### config.mk
export PLATFORM = sky130hd
export DESIGN_NAME = line_change_record_totaler
export DESIGN_NICKNAME = d
export VERILOG_FILES = /design/src/rtl/core/lcrt_pkg.sv /design/src/rtl/core/line_change_record_totaler.sv /design/src/rtl/core/lcrt_parse.sv
export SDC_FILE = /design/constraint.sdc
export NUM_CORES = 1
export LEC_CHECK = 0
export BUFFER_PORTS_ARGS = -buffer_cell sky130_fd_sc_hd__buf_2
export CAP_MARGIN = 25
export CORE_ASPECT_RATIO = 0.9
export CORE_MARGIN = 2
export CORE_UTILIZATION = 30
export CTS_BUF_LIST = sky130_fd_sc_hd__clkbuf_8
export DETAILED_ROUTE_END_ITERATION = 8
export GPL_ROUTABILITY_DRIVEN = 0
export HOLD_SLACK_MARGIN = 0.12
export PLACE_DENSITY = 0.52
export SLEW_MARGIN = 5
export SYNTH_ARGS = -nofsm -noshare
export SYNTH_HDL_FRONTEND = slang
export SYNTH_SLANG_ARGS = --single-unit
### constraint.sdc
create_clock -name i_clk -period 14.9 [get_ports i_clk]
set_clock_uncertainty 0.15 [all_clocks]
set_input_delay 0.745 -clock i_clk [delete_from_list [all_inputs] [get_ports i_clk]]
set_output_delay 0.745 -clock i_clk [all_outputs]
set_load 0.02 [all_outputs]
### src/rtl/core/lcrt_pkg.sv
// Shared types and constants for the line change record totaler.
package lcrt_pkg;

    localparam int unsigned BYTE_W      = 8;
    localparam int unsigned COUNT_W     = 64;
    localparam int unsigned OUT_TDATA_W = 136;

    localparam logic [BYTE_W-1:0] BYTE_TAB  = 8'h09;
    localparam logic [BYTE_W-1:0] BYTE_NUL  = 8'h00;
    localparam logic [BYTE_W-1:0] BYTE_DASH = 8'h2D;
    localparam logic [BYTE_W-1:0] BYTE_ZERO = 8'h30;
    localparam logic [BYTE_W-1:0] BYTE_NINE = 8'h39;

    localparam logic OP_BYTE = 1'b0;
    localparam logic OP_END  = 1'b1;

    localparam logic [1:0] LEN_MAX = 2'd3;

    typedef enum logic [2:0] {
        PH_CNT_A       = 3'd0,
        PH_CNT_B       = 3'd1,
        PH_PATH_START  = 3'd2,
        PH_PATH_BODY   = 3'd3,
        PH_SKIP1_START = 3'd4,
        PH_SKIP1_BODY  = 3'd5,
        PH_SKIP2_START = 3'd6,
        PH_SKIP2_BODY  = 3'd7
    } t_phase;

    typedef struct packed {
        logic               ok;
        logic [COUNT_W-1:0] added_lines;
        logic [COUNT_W-1:0] deleted_lines;
        logic               binary_seen;
    } t_result;

endpackage

### src/rtl/core/line_change_record_totaler.sv
// Line change record totaler top level: input register, parser, result register.
// Takes one item per cycle on the input stream while no end-of-output item waits.
// An item is registered, then updates the parser state; an end-of-output item loads the
// result register with the current result and clears the totals at once, so
// the next record stream can follow in the very next cycle. An end-of-output item
// waits in the input register only while an earlier result is still held unread in
// the result register; data byte items never wait on the output themselves, but
// queue behind such a waiting end-of-output item.
module line_change_record_totaler (
    input  logic                                i_clk,
    input  logic                                i_rst_n,
    input  logic                                s_axis_tvalid,
    output logic                                s_axis_tready,
    input  logic [lcrt_pkg::BYTE_W-1:0]         s_axis_tdata,  // [7:0] data_byte
    input  logic [0:0]                          s_axis_tuser,  // [0] op
    output logic                                m_axis_tvalid,
    input  logic                                m_axis_tready,
    // [0] ok, [64:1] added_lines, [128:65] deleted_lines, [129] binary_seen, rest zero
    output logic [lcrt_pkg::OUT_TDATA_W-1:0]    m_axis_tdata
);
    import lcrt_pkg::*;

    logic              r_in_valid;
    logic              r_in_op;
    logic [BYTE_W-1:0] r_in_byte;
    logic              r_out_valid;
    t_result           r_out;
    t_result           result;
    logic              go;

    assign go            = r_in_valid && ((r_in_op == OP_BYTE) || !r_out_valid || m_axis_tready);
    assign s_axis_tready = !r_in_valid || go;

    always_ff @(posedge i_clk) begin
        if (!i_rst_n) begin
            r_in_valid <= 1'b0;
        end else if (s_axis_tready) begin
            r_in_valid <= s_axis_tvalid;
        end
    end

    always_ff @(posedge i_clk) begin
        if (s_axis_tready && s_axis_tvalid) begin
            r_in_op   <= s_axis_tuser[0];
            r_in_byte <= s_axis_tdata;
        end
    end

    lcrt_parse u_parse (
        .i_clk    (i_clk),
        .i_rst_n  (i_rst_n),
        .i_go     (go),
        .i_op     (r_in_op),
        .i_byte   (r_in_byte),
        .o_result (result)
    );

    always_ff @(posedge i_clk) begin
        if (!i_rst_n) begin
            r_out_valid <= 1'b0;
        end else if (go && (r_in_op == OP_END)) begin
            r_out_valid <= 1'b1;
        end else if (m_axis_tready) begin
            r_out_valid <= 1'b0;
        end
    end

    always_ff @(posedge i_clk) begin
        if (go && (r_in_op == OP_END)) begin
            r_out <= result;
        end
    end

    assign m_axis_tvalid = r_out_valid;
    assign m_axis_tdata  = {{(OUT_TDATA_W - 2 * COUNT_W - 2){1'b0}}, r_out.binary_seen,
                            r_out.deleted_lines, r_out.added_lines, r_out.ok};

endmodule

### src/rtl/core/lcrt_parse.sv
// Record parser: per-item state update and running totals.
module lcrt_parse (
    input  logic                          i_clk,
    input  logic                          i_rst_n,
    input  logic                          i_go,
    input  logic                          i_op,
    input  logic [lcrt_pkg::BYTE_W-1:0]   i_byte,
    output lcrt_pkg::t_result             o_result
);
    import lcrt_pkg::*;

    t_phase             r_phase,     n_phase;
    logic [1:0]         r_len,       n_len;
    logic [COUNT_W-1:0] r_num,       n_num;
    logic               r_dash,      n_dash;
    logic               r_bad,       n_bad;
    logic [COUNT_W-1:0] r_first_num, n_first_num;
    logic               r_first_dash, n_first_dash;
    logic               r_first_bad, n_first_bad;
    logic [COUNT_W-1:0] r_add_sum,   n_add_sum;
    logic [COUNT_W-1:0] r_del_sum,   n_del_sum;
    logic               r_bin,       n_bin;
    logic               r_err,       n_err;

    logic               is_digit;
    logic [3:0]         digit;
    logic [COUNT_W+3:0] prod;
    logic [1:0]         cnt_len;
    logic [COUNT_W-1:0] cnt_num;
    logic               cnt_dash;
    logic               cnt_bad;
    logic               dash_b;
    logic [COUNT_W:0]   sum_a;
    logic [COUNT_W:0]   sum_d;
    logic               ok;

    always_comb begin
        is_digit = (i_byte >= BYTE_ZERO) && (i_byte <= BYTE_NINE);
        digit    = 4'(i_byte - BYTE_ZERO);
        // times ten plus digit, with four guard bits for overflow
        prod     = ({4'b0, r_num} << 3) + ({4'b0, r_num} << 1) + {{COUNT_W{1'b0}}, digit};

        cnt_dash = r_dash | ((r_len == 2'd0) && (i_byte == BYTE_DASH));
        cnt_len  = (r_len == LEN_MAX) ? LEN_MAX : r_len + 2'd1;
        cnt_num  = r_num;
        cnt_bad  = r_bad;
        if (is_digit) begin
            if (!r_bad) begin
                if (prod[COUNT_W+3:COUNT_W] != 4'd0) begin
                    cnt_bad = 1'b1;
                end else begin
                    cnt_num = prod[COUNT_W-1:0];
                end
            end
        end else begin
            cnt_bad = 1'b1;
        end

        dash_b = (r_len == 2'd1) && r_dash;
        sum_a  = {1'b0, r_add_sum} + {1'b0, r_first_num};
        sum_d  = {1'b0, r_del_sum} + {1'b0, r_num};

        n_phase      = r_phase;
        n_len        = r_len;
        n_num        = r_num;
        n_dash       = r_dash;
        n_bad        = r_bad;
        n_first_num  = r_first_num;
        n_first_dash = r_first_dash;
        n_first_bad  = r_first_bad;
        n_add_sum    = r_add_sum;
        n_del_sum    = r_del_sum;
        n_bin        = r_bin;
        n_err        = r_err;

        case (r_phase)
            PH_CNT_A: begin
                if (i_byte == BYTE_NUL) begin
                    n_err  = 1'b1;
                    n_len  = 2'd0;
                    n_num  = '0;
                    n_dash = 1'b0;
                    n_bad  = 1'b0;
                end else if (i_byte == BYTE_TAB) begin
                    if (r_len == 2'd0) begin
                        n_err = 1'b1;
                    end
                    n_first_num  = r_num;
                    n_first_dash = dash_b;
                    n_first_bad  = r_bad;
                    n_len        = 2'd0;
                    n_num        = '0;
                    n_dash       = 1'b0;
                    n_bad        = 1'b0;
                    n_phase      = PH_CNT_B;
                end else begin
                    n_len  = cnt_len;
                    n_num  = cnt_num;
                    n_dash = cnt_dash;
                    n_bad  = cnt_bad;
                end
            end
            PH_CNT_B: begin
                if (i_byte == BYTE_NUL) begin
                    n_err   = 1'b1;
                    n_len   = 2'd0;
                    n_num   = '0;
                    n_dash  = 1'b0;
                    n_bad   = 1'b0;
                    n_phase = PH_CNT_A;
                end else if (i_byte == BYTE_TAB) begin
                    if (r_len == 2'd0) begin
                        n_err = 1'b1;
                    end else if (r_first_dash || dash_b) begin
                        if (r_first_dash && dash_b) begin
                            n_bin = 1'b1;
                        end else begin
                            n_err = 1'b1;
                        end
                    end else if (r_first_bad || r_bad) begin
                        n_err = 1'b1;
                    end else if (sum_a[COUNT_W] || sum_d[COUNT_W]) begin
                        n_err = 1'b1;
                    end else begin
                        n_add_sum = sum_a[COUNT_W-1:0];
                        n_del_sum = sum_d[COUNT_W-1:0];
                    end
                    n_len   = 2'd0;
                    n_num   = '0;
                    n_dash  = 1'b0;
                    n_bad   = 1'b0;
                    n_phase = PH_PATH_START;
                end else begin
                    n_len  = cnt_len;
                    n_num  = cnt_num;
                    n_dash = cnt_dash;
                    n_bad  = cnt_bad;
                end
            end
            PH_PATH_START: begin
                n_phase = (i_byte == BYTE_NUL) ? PH_SKIP1_START : PH_PATH_BODY;
            end
            PH_PATH_BODY: begin
                if (i_byte == BYTE_NUL) begin
                    n_phase = PH_CNT_A;
                end
            end
            PH_SKIP1_START: begin
                if (i_byte == BYTE_NUL) begin
                    n_err   = 1'b1;
                    n_phase = PH_CNT_A;
                end else begin
                    n_phase = PH_SKIP1_BODY;
                end
            end
            PH_SKIP1_BODY: begin
                if (i_byte == BYTE_NUL) begin
                    n_phase = PH_SKIP2_START;
                end
            end
            PH_SKIP2_START: begin
                if (i_byte == BYTE_NUL) begin
                    n_err   = 1'b1;
                    n_phase = PH_CNT_A;
                end else begin
                    n_phase = PH_SKIP2_BODY;
                end
            end
            PH_SKIP2_BODY: begin
                if (i_byte == BYTE_NUL) begin
                    n_phase = PH_CNT_A;
                end
            end
            default: begin
                n_phase = PH_CNT_A;
            end
        endcase

        // end of output: result is taken from the current state, then all clears
        if (i_op == OP_END) begin
            n_phase      = PH_CNT_A;
            n_len        = 2'd0;
            n_num        = '0;
            n_dash       = 1'b0;
            n_bad        = 1'b0;
            n_first_num  = '0;
            n_first_dash = 1'b0;
            n_first_bad  = 1'b0;
            n_add_sum    = '0;
            n_del_sum    = '0;
            n_bin        = 1'b0;
            n_err        = 1'b0;
        end
    end

    always_ff @(posedge i_clk) begin
        if (!i_rst_n) begin
            r_phase      <= PH_CNT_A;
            r_len        <= 2'd0;
            r_num        <= '0;
            r_dash       <= 1'b0;
            r_bad        <= 1'b0;
            r_first_num  <= '0;
            r_first_dash <= 1'b0;
            r_first_bad  <= 1'b0;
            r_add_sum    <= '0;
            r_del_sum    <= '0;
            r_bin        <= 1'b0;
            r_err        <= 1'b0;
        end else if (i_go) begin
            r_phase      <= n_phase;
            r_len        <= n_len;
            r_num        <= n_num;
            r_dash       <= n_dash;
            r_bad        <= n_bad;
            r_first_num  <= n_first_num;
            r_first_dash <= n_first_dash;
            r_first_bad  <= n_first_bad;
            r_add_sum    <= n_add_sum;
            r_del_sum    <= n_del_sum;
            r_bin        <= n_bin;
            r_err        <= n_err;
        end
    end

    assign ok = !r_err && (r_phase == PH_CNT_A) && (r_len == 2'd0);

    assign o_result.ok            = ok;
    assign o_result.added_lines   = ok ? r_add_sum : '0;
    assign o_result.deleted_lines = ok ? r_del_sum : '0;
    assign o_result.binary_seen   = ok && r_bin;

endmodule
# After elaboration in Yosys (flattened, before gate mapping)
# Index checks and enable logic that the tools add are counted.
[word_totals] in_bits=13 regBits=408
[classes] n_mux=84 reduce_logical=42 magnitude_cmp=2 n_bitwise=2 addsub=6 n_eq_ne=28
[ops] op="$mux 64" count=27
[ops] op="$add 64x64->65" count=2
[ops] op="$add 67x65->68" count=1
[ops] op="$add 68x4->68" count=1
[ops] op="$mux 1" count=40
[ops] op="$mux 3" count=10
[ops] op="$pmux 3 s7" count=1
[ops] op="$reduce_and 8->1" count=2
[ops] op="$reduce_bool 2->1" count=7
[ops] op="$eq 3x3->1 const B" count=4
[ops] op="$reduce_bool 4->1" count=3
[ops] op="$logic_and 1x1->1" count=10
[ops] op="$mux 2" count=5
[ops] op="$ne 2x2->1 const B" count=5
[ops] op="$eq 8x4->1 const B" count=1
[ops] op="$eq 8x6->1 const B" count=1
[ops] op="$ge 8x6->1 const B" count=1
[ops] op="$le 8x6->1 const B" count=1
[ops] op="$logic_not 8->1" count=1
[ops] op="$ne 4x2->1 const B" count=2
[ops] op="$ne 4x4->1 const B" count=2
[ops] op="$ne 7x2->1 const B" count=1
[ops] op="$reduce_and 7->1" count=1
[ops] op="$eq 3x2->1 const B" count=2
[ops] op="22 further kinds" count=33

# Longest topological paths before layout
[logic_depth] ltp_word=10 mapped_depth=17 ltp_nobuf=16

# Cells and area by module
# A second synthesis with hierarchy kept.
[unflattened] hier_cells=2875 hier_area_um2=26344.0
[by_module_without_submodules] module="lcrt_parse" seq_area_each_um2=5345.1 cells_each=2717 area_per_inst_um2=22003.6 instances=1
[by_module_without_submodules] module="line_change_record_totaler" seq_area_each_um2=4214.0 cells_each=158 area_per_inst_um2=4340.4 instances=1

# Least setup slack after synthesis
# Ideal clock, no wire load.
[synth_timing] path_type="input to register" start="input port m_axis_tready" end="register u_parse.r_add_sum[41]" slack_ns=8.855 t_arrival_ns=5.825 required_time_ns=14.681 cell_stages=8 path_buffers=2 cell_sequence="nor2b_1 > nand2_1 > and3_1 > clkbuf_1 > a21oi_2 > or3_1 > clkbuf_1 > o21ai_1"
[synth_between] elab_chain_cells=3
[synth_rtl] element="from (decl)" line_no="line_change_record_totaler.sv:17" source="input logic m_axis_tready,"
[synth_rtl] element="$logic_or 1x1->1" line_no="line_change_record_totaler.sv:31" source="assign go = r_in_valid && ((r_in_op == OP_BYTE) || !r_out_valid || m_axis_tready);"
[synth_rtl] element="$logic_and 1x1->1" line_no="line_change_record_totaler.sv:31"
[synth_rtl] element="$reduce_and 8->1 (no source line)"
[synth_rtl] element="to (signal assigned)" line_no="lcrt_parse.sv:219" source="r_add_sum <= n_add_sum;"
[synth_rtl] element="to (decl)" line_no="lcrt_parse.sv:20" source="logic [COUNT_W-1:0] r_add_sum, n_add_sum;"
# Every way passes these cells.
# A chain may end at the register's enable or synchronous reset.

# Worst setup path after layout
[layout_timing] start="register r_in_byte[3]" end="register u_parse.r_num[21]"
[layout_between] elab_chain_cells=9 elab_cells_between_ends=19 classes_between="2 x add/sub; 2 x order compare; 3 x eq/ne; 7 x mux; 5 x reduce/logical"
[layout_rtl] element="from (decl)" line_no="line_change_record_totaler.sv:25" source="logic [BYTE_W-1:0] r_in_byte;"
[layout_rtl] element="from (signal assigned)" line_no="line_change_record_totaler.sv:45" source="r_in_byte <= s_axis_tdata;"
[layout_rtl] element="$sub 4x1->4" line_no="lcrt_parse.sv:39" source="digit = 4'(i_byte - BYTE_ZERO);"
[layout_rtl] element="$add 68x4->68" line_no="lcrt_parse.sv:41" source="prod = ({4'b0, r_num} << 3) + ({4'b0, r_num} << 1) + {{COUNT_W{1'b0}}, digit};"
[layout_rtl] element="$mux 64" line_no="lcrt_parse.sv:49" source="if (prod[COUNT_W+3:COUNT_W] != 4'd0) begin"
[layout_rtl] element="$mux 64" line_no="lcrt_parse.sv:48" source="if (!r_bad) begin"
[layout_rtl] element="$mux 64" line_no="lcrt_parse.sv:47" source="if (is_digit) begin"
[layout_rtl] element="$mux 64" line_no="lcrt_parse.sv:84, lcrt_parse.sv:111"
[layout_rtl] element="$mux 64" line_no="lcrt_parse.sv:104" source="if (i_byte == BYTE_NUL) begin"
[layout_rtl] element="$mux 64"
[layout_rtl] element="$mux 64" line_no="lcrt_parse.sv:180" source="if (i_op == OP_END) begin"
[layout_rtl] element="to (signal assigned)" line_no="lcrt_parse.sv:213" source="r_num <= n_num;"
[layout_rtl] element="to (decl)" line_no="lcrt_parse.sv:14" source="logic [COUNT_W-1:0] r_num, n_num;"
# Several ways; a longest one is shown, not always the timed one. The select of a mux whose other input is x is not followed.

==> impl_metrics.json <==
{
  "antenna_found_initial": 3,
  "synth_warnings": 0,
  "worst_ep_required_time_ns": 15.35,
  "synth-seq-cells": 408,
  "vias_per_cell": 5.16,
  "fp.dieH_um": 282,
  "leakage_nw": 12.2,
  "synth_xor_area_frac": 0.0607,
  "fin_hold_ws_ns": 0.224,
  "crit_path_cell_trace": "inv_1 > fa_1 > fa_1 > nand2b_1 > a211oi_1 > o21ai_0 > o31ai_1 > a21oi_1 > o31ai_2 > a21oi_1 > xor2_1 > o2111ai_2 > nor4_4 > buf_4 > a22o_1",
  "path_max_fanout": 47,
  "cpPeakStageDelay_ns": 0.68,
  "start_util": 0.301,
  "setup_viol": 0,
  "synth_top_family_by_area": "compound AO/OA/AOI/OAI gates",
  "ys.flop_type": "dfxtp_1",
  "endpoint_kind": "flop",
  "fin_util": 0.338,
  "fin_crit_ns": 5.60,
  "clock-sinks": 408,
  "synth-edff-count": 139,
  "drt_wl_total_um": 76100,
  "ios": 151,
  "grtUsageTotal": 0.168,
  "yosysUniqueCellTypes": 85,
  "num_rows": 102,
  "cts_buffers": 73,
  "fin_nets": 3303,
  "critical-path-top-delay-family": "compound AO/OA/AOI/OAI gates",
  "multi_input_area_um2": 15400,
  "worstSetupStartpointType": "flop",
  "grt_overflow": 0,
  "finalCritPeriodShare": 0.376,
  "hold_class": "in -> reg",
  "final_common_cell": "a21oi_1",
  "grt_max_degree": 90,
  "synthMuxAreaShare": 0.000776,
  "cts_root_buffer": "clkbuf_8",
  "synthAdderAreaFrac": 0.127,
  "clock_path_buffers": 3,
  "drt_iter0_markers": 1829,
  "final_cell_area_um2": 28900,
  "num_vias": 21828,
  "fmax_mhz": 178,
  "arrival_ns": 6.06,
  "drive_gt1_frac": 0.0929,
  "fillCellCount": 9044,
  "final_cell_mix": "a21oi_1, nor2_1, dfxtp_1, ha_1, nand2_1",
  "first_pass_iters": 6,
  "syn_avg_cell_area_um2": 8.79,
  "core_area_um2": 85600,
  "io_buffer_count": 144,
  "slew_headroom": 0.394,
  "clkTransAtPathRegs_ns": 0.06,
  "max_cap_violations": 0,
  "h-tree-depth": 3,
  "synth_compound_area_frac": 0.227,
  "tightest_slew_ns": 0.910,
  "ant_nets": 0,
  "ys_async_sr_fraction": 0,
  "slowest_stage": "nor4_4",
  "cts_tree": "built",
  "grt_pass1_vias": 20769,
  "cts_setup_buffers": 0,
  "instances_no_fill": 4233,
  "clkLatencyLatePin_ns": 0.68,
  "dp_hpwl_um": 57400,
  "path_buf_inv": 2,
  "wl_per_cell_um": 18.0,
  "p_per_area_nw_per_um2": 77.6,
  "dieArea_um2": 88400,
  "synthCells": 2935,
  "grt_pass1_wl_um": 119000,
  "crit_type": "reg -> reg",
  "tns_ns": 0,
  "regArea_um2": 9560,
  "dp.cells": 4090,
  "die_x_um": 313,
  "drc_errors": 0,
  "ir_drop_v": 0.0000562,
  "syn2layout_area_growth_pct": 12.1,
  "rsz0062_at_grt": "false",
  "slew_viol_final": 0,
  "status": "completed",
  "yosys.area_share.simple": 0.180,
  "ys_seq_area_frac": 0.370,
  "hold_violations": 0,
  "placed_area_um2": 27500,
  "syn_area_um2": 25800
}
[cell type report]
cell class / count / area share
multi-input combinational: 2320 / 0.532
sequential: 408 / 0.330
tap: 1144 / 0.0495
clock buffer: 80 / 0.0381
timing repair buffer: 171 / 0.0327
clock inverter: 52 / 0.00943
inverter: 57 / 0.00757
antenna: 1 / 0.0000865
[worst paths after layout]
| check | from | endpoint | slack, ns | depth (start not counted) |
|---|---|---|---|---|
| min | s_axis_tvalid | r_in_valid | 0.22 | 3 |
| max | r_in_byte[3] | u_parse.r_num[21] | 9.30 | 15 |
| min reg2reg | u_parse.r_del_sum[61] | u_parse.r_del_sum[61] | 0.31 | 2 |
| max reg2reg | r_in_byte[3] | u_parse.r_num[21] | 9.30 | 15 |
[worst register-to-register path: cells and delay by family, from the launching register on]
kind | cells | cell delay (ns)
AO/OA/AOI/OAI | 8 | 2.26
buffers and inverters | 2 | 0.64
adder cells (fa/ha/maj) | 2 | 1.01
AND/OR/NAND/NOR | 2 | 0.87
flip-flops | 1 | 0.42
XOR/XNOR | 1 | 0.21
[cell usage after synthesis (all sizes together), types with 5 or more instances]
cell / n / area, µm²
a2111oi: 9 / 78.8
a211o: 9 / 78.8
a211oi: 20 / 150
a21boi: 12 / 90.1
a21o: 71 / 533
a21oi: 327 / 1650
a221oi: 5 / 43.8
a22o: 62 / 543
a22oi: 71 / 533
a311oi: 6 / 52.6
a31oi: 24 / 165
a41oi: 8 / 88.8
and2: 142 / 888
and3: 17 / 106
and4: 6 / 52.6
buf: 41 / 255
clkbuf: 114 / 428
dfxtp: 269 / 5390
edfxtp: 139 / 4170
ha: 255 / 3190
inv: 57 / 214
nand2: 219 / 822
nand2b: 30 / 188
nand3: 49 / 245
nand4: 44 / 275
nor2: 280 / 1070
nor2b: 20 / 125
nor3: 111 / 556
nor4: 14 / 103
o211ai: 18 / 135
o21a: 19 / 143
o21ai: 168 / 845
o21bai: 26 / 199
o31ai: 14 / 115
or3: 12 / 80.1
xnor2: 108 / 946
xor2: 71 / 622
[flip-flops by register name, indices dropped and copies added, names as in the netlist]
name / count
u_parse.r_dash: 1
m_axis_tvalid: 1
r_in_op: 1
u_parse.r_err: 1
r_in_valid: 1
u_parse.r_phase: 3
r_in_byte: 8
u_parse.r_num: 64
u_parse.r_first_dash: 1
u_parse.r_bad: 1
u_parse.r_len: 2
u_parse.r_bin: 1
u_parse.r_first_bad: 1
u_parse.r_del_sum: 64
u_parse.r_add_sum: 64
m_axis_tdata: 130
u_parse.r_first_num: 64
[stage by stage]
step | setup WS (ns) | total power, mW
6_report | 9.30 | 2.25
5_1_grt | 8.85 | 2.33
4_1_cts | 9.23 | 2.29
3_5_place_dp | 9.24 | 1.26
3_3_place_gp | 9.37 | 1.26
2_1_floorplan | 8.86 | 1.23
[kinds of logic after synthesis]
group | after synthesis
compound gates | 913
xor+xnor | 179
fa+ha+maj | 259
buf+inv | 212
flops | 408
mux | 2
other cells | 1
simple gates | 961
[metal layers]
metal	up-vias	GRT usage	wire length (µm)
met3	106	0.0227	4300
li1	11000	-	-
met4	0	0.0455	1440
met1	10171	0.250	38500
met5	-	0	0
met2	551	0.253	31900
[what timing repair did]
action,CTS,global route
gates resized for setup,0,0
endpoints found under the setup margin,0,0
hold endpoints to repair,9,0
hold buffers,9,0
[report_power, final]
| group | internal (mW) | leakage (nW) | switching, mW |
|---|---|---|---|
| registers | 1.15 | 3.64 | 0.00398 |
| clock network | 0.528 | 0.807 | 0.485 |
| logic | 0.0126 | 7.79 | 0.0620 |
| total | 1.69 | 12.2 | 0.551 |
No activity file was read; power rests on OpenSTA's default activity.
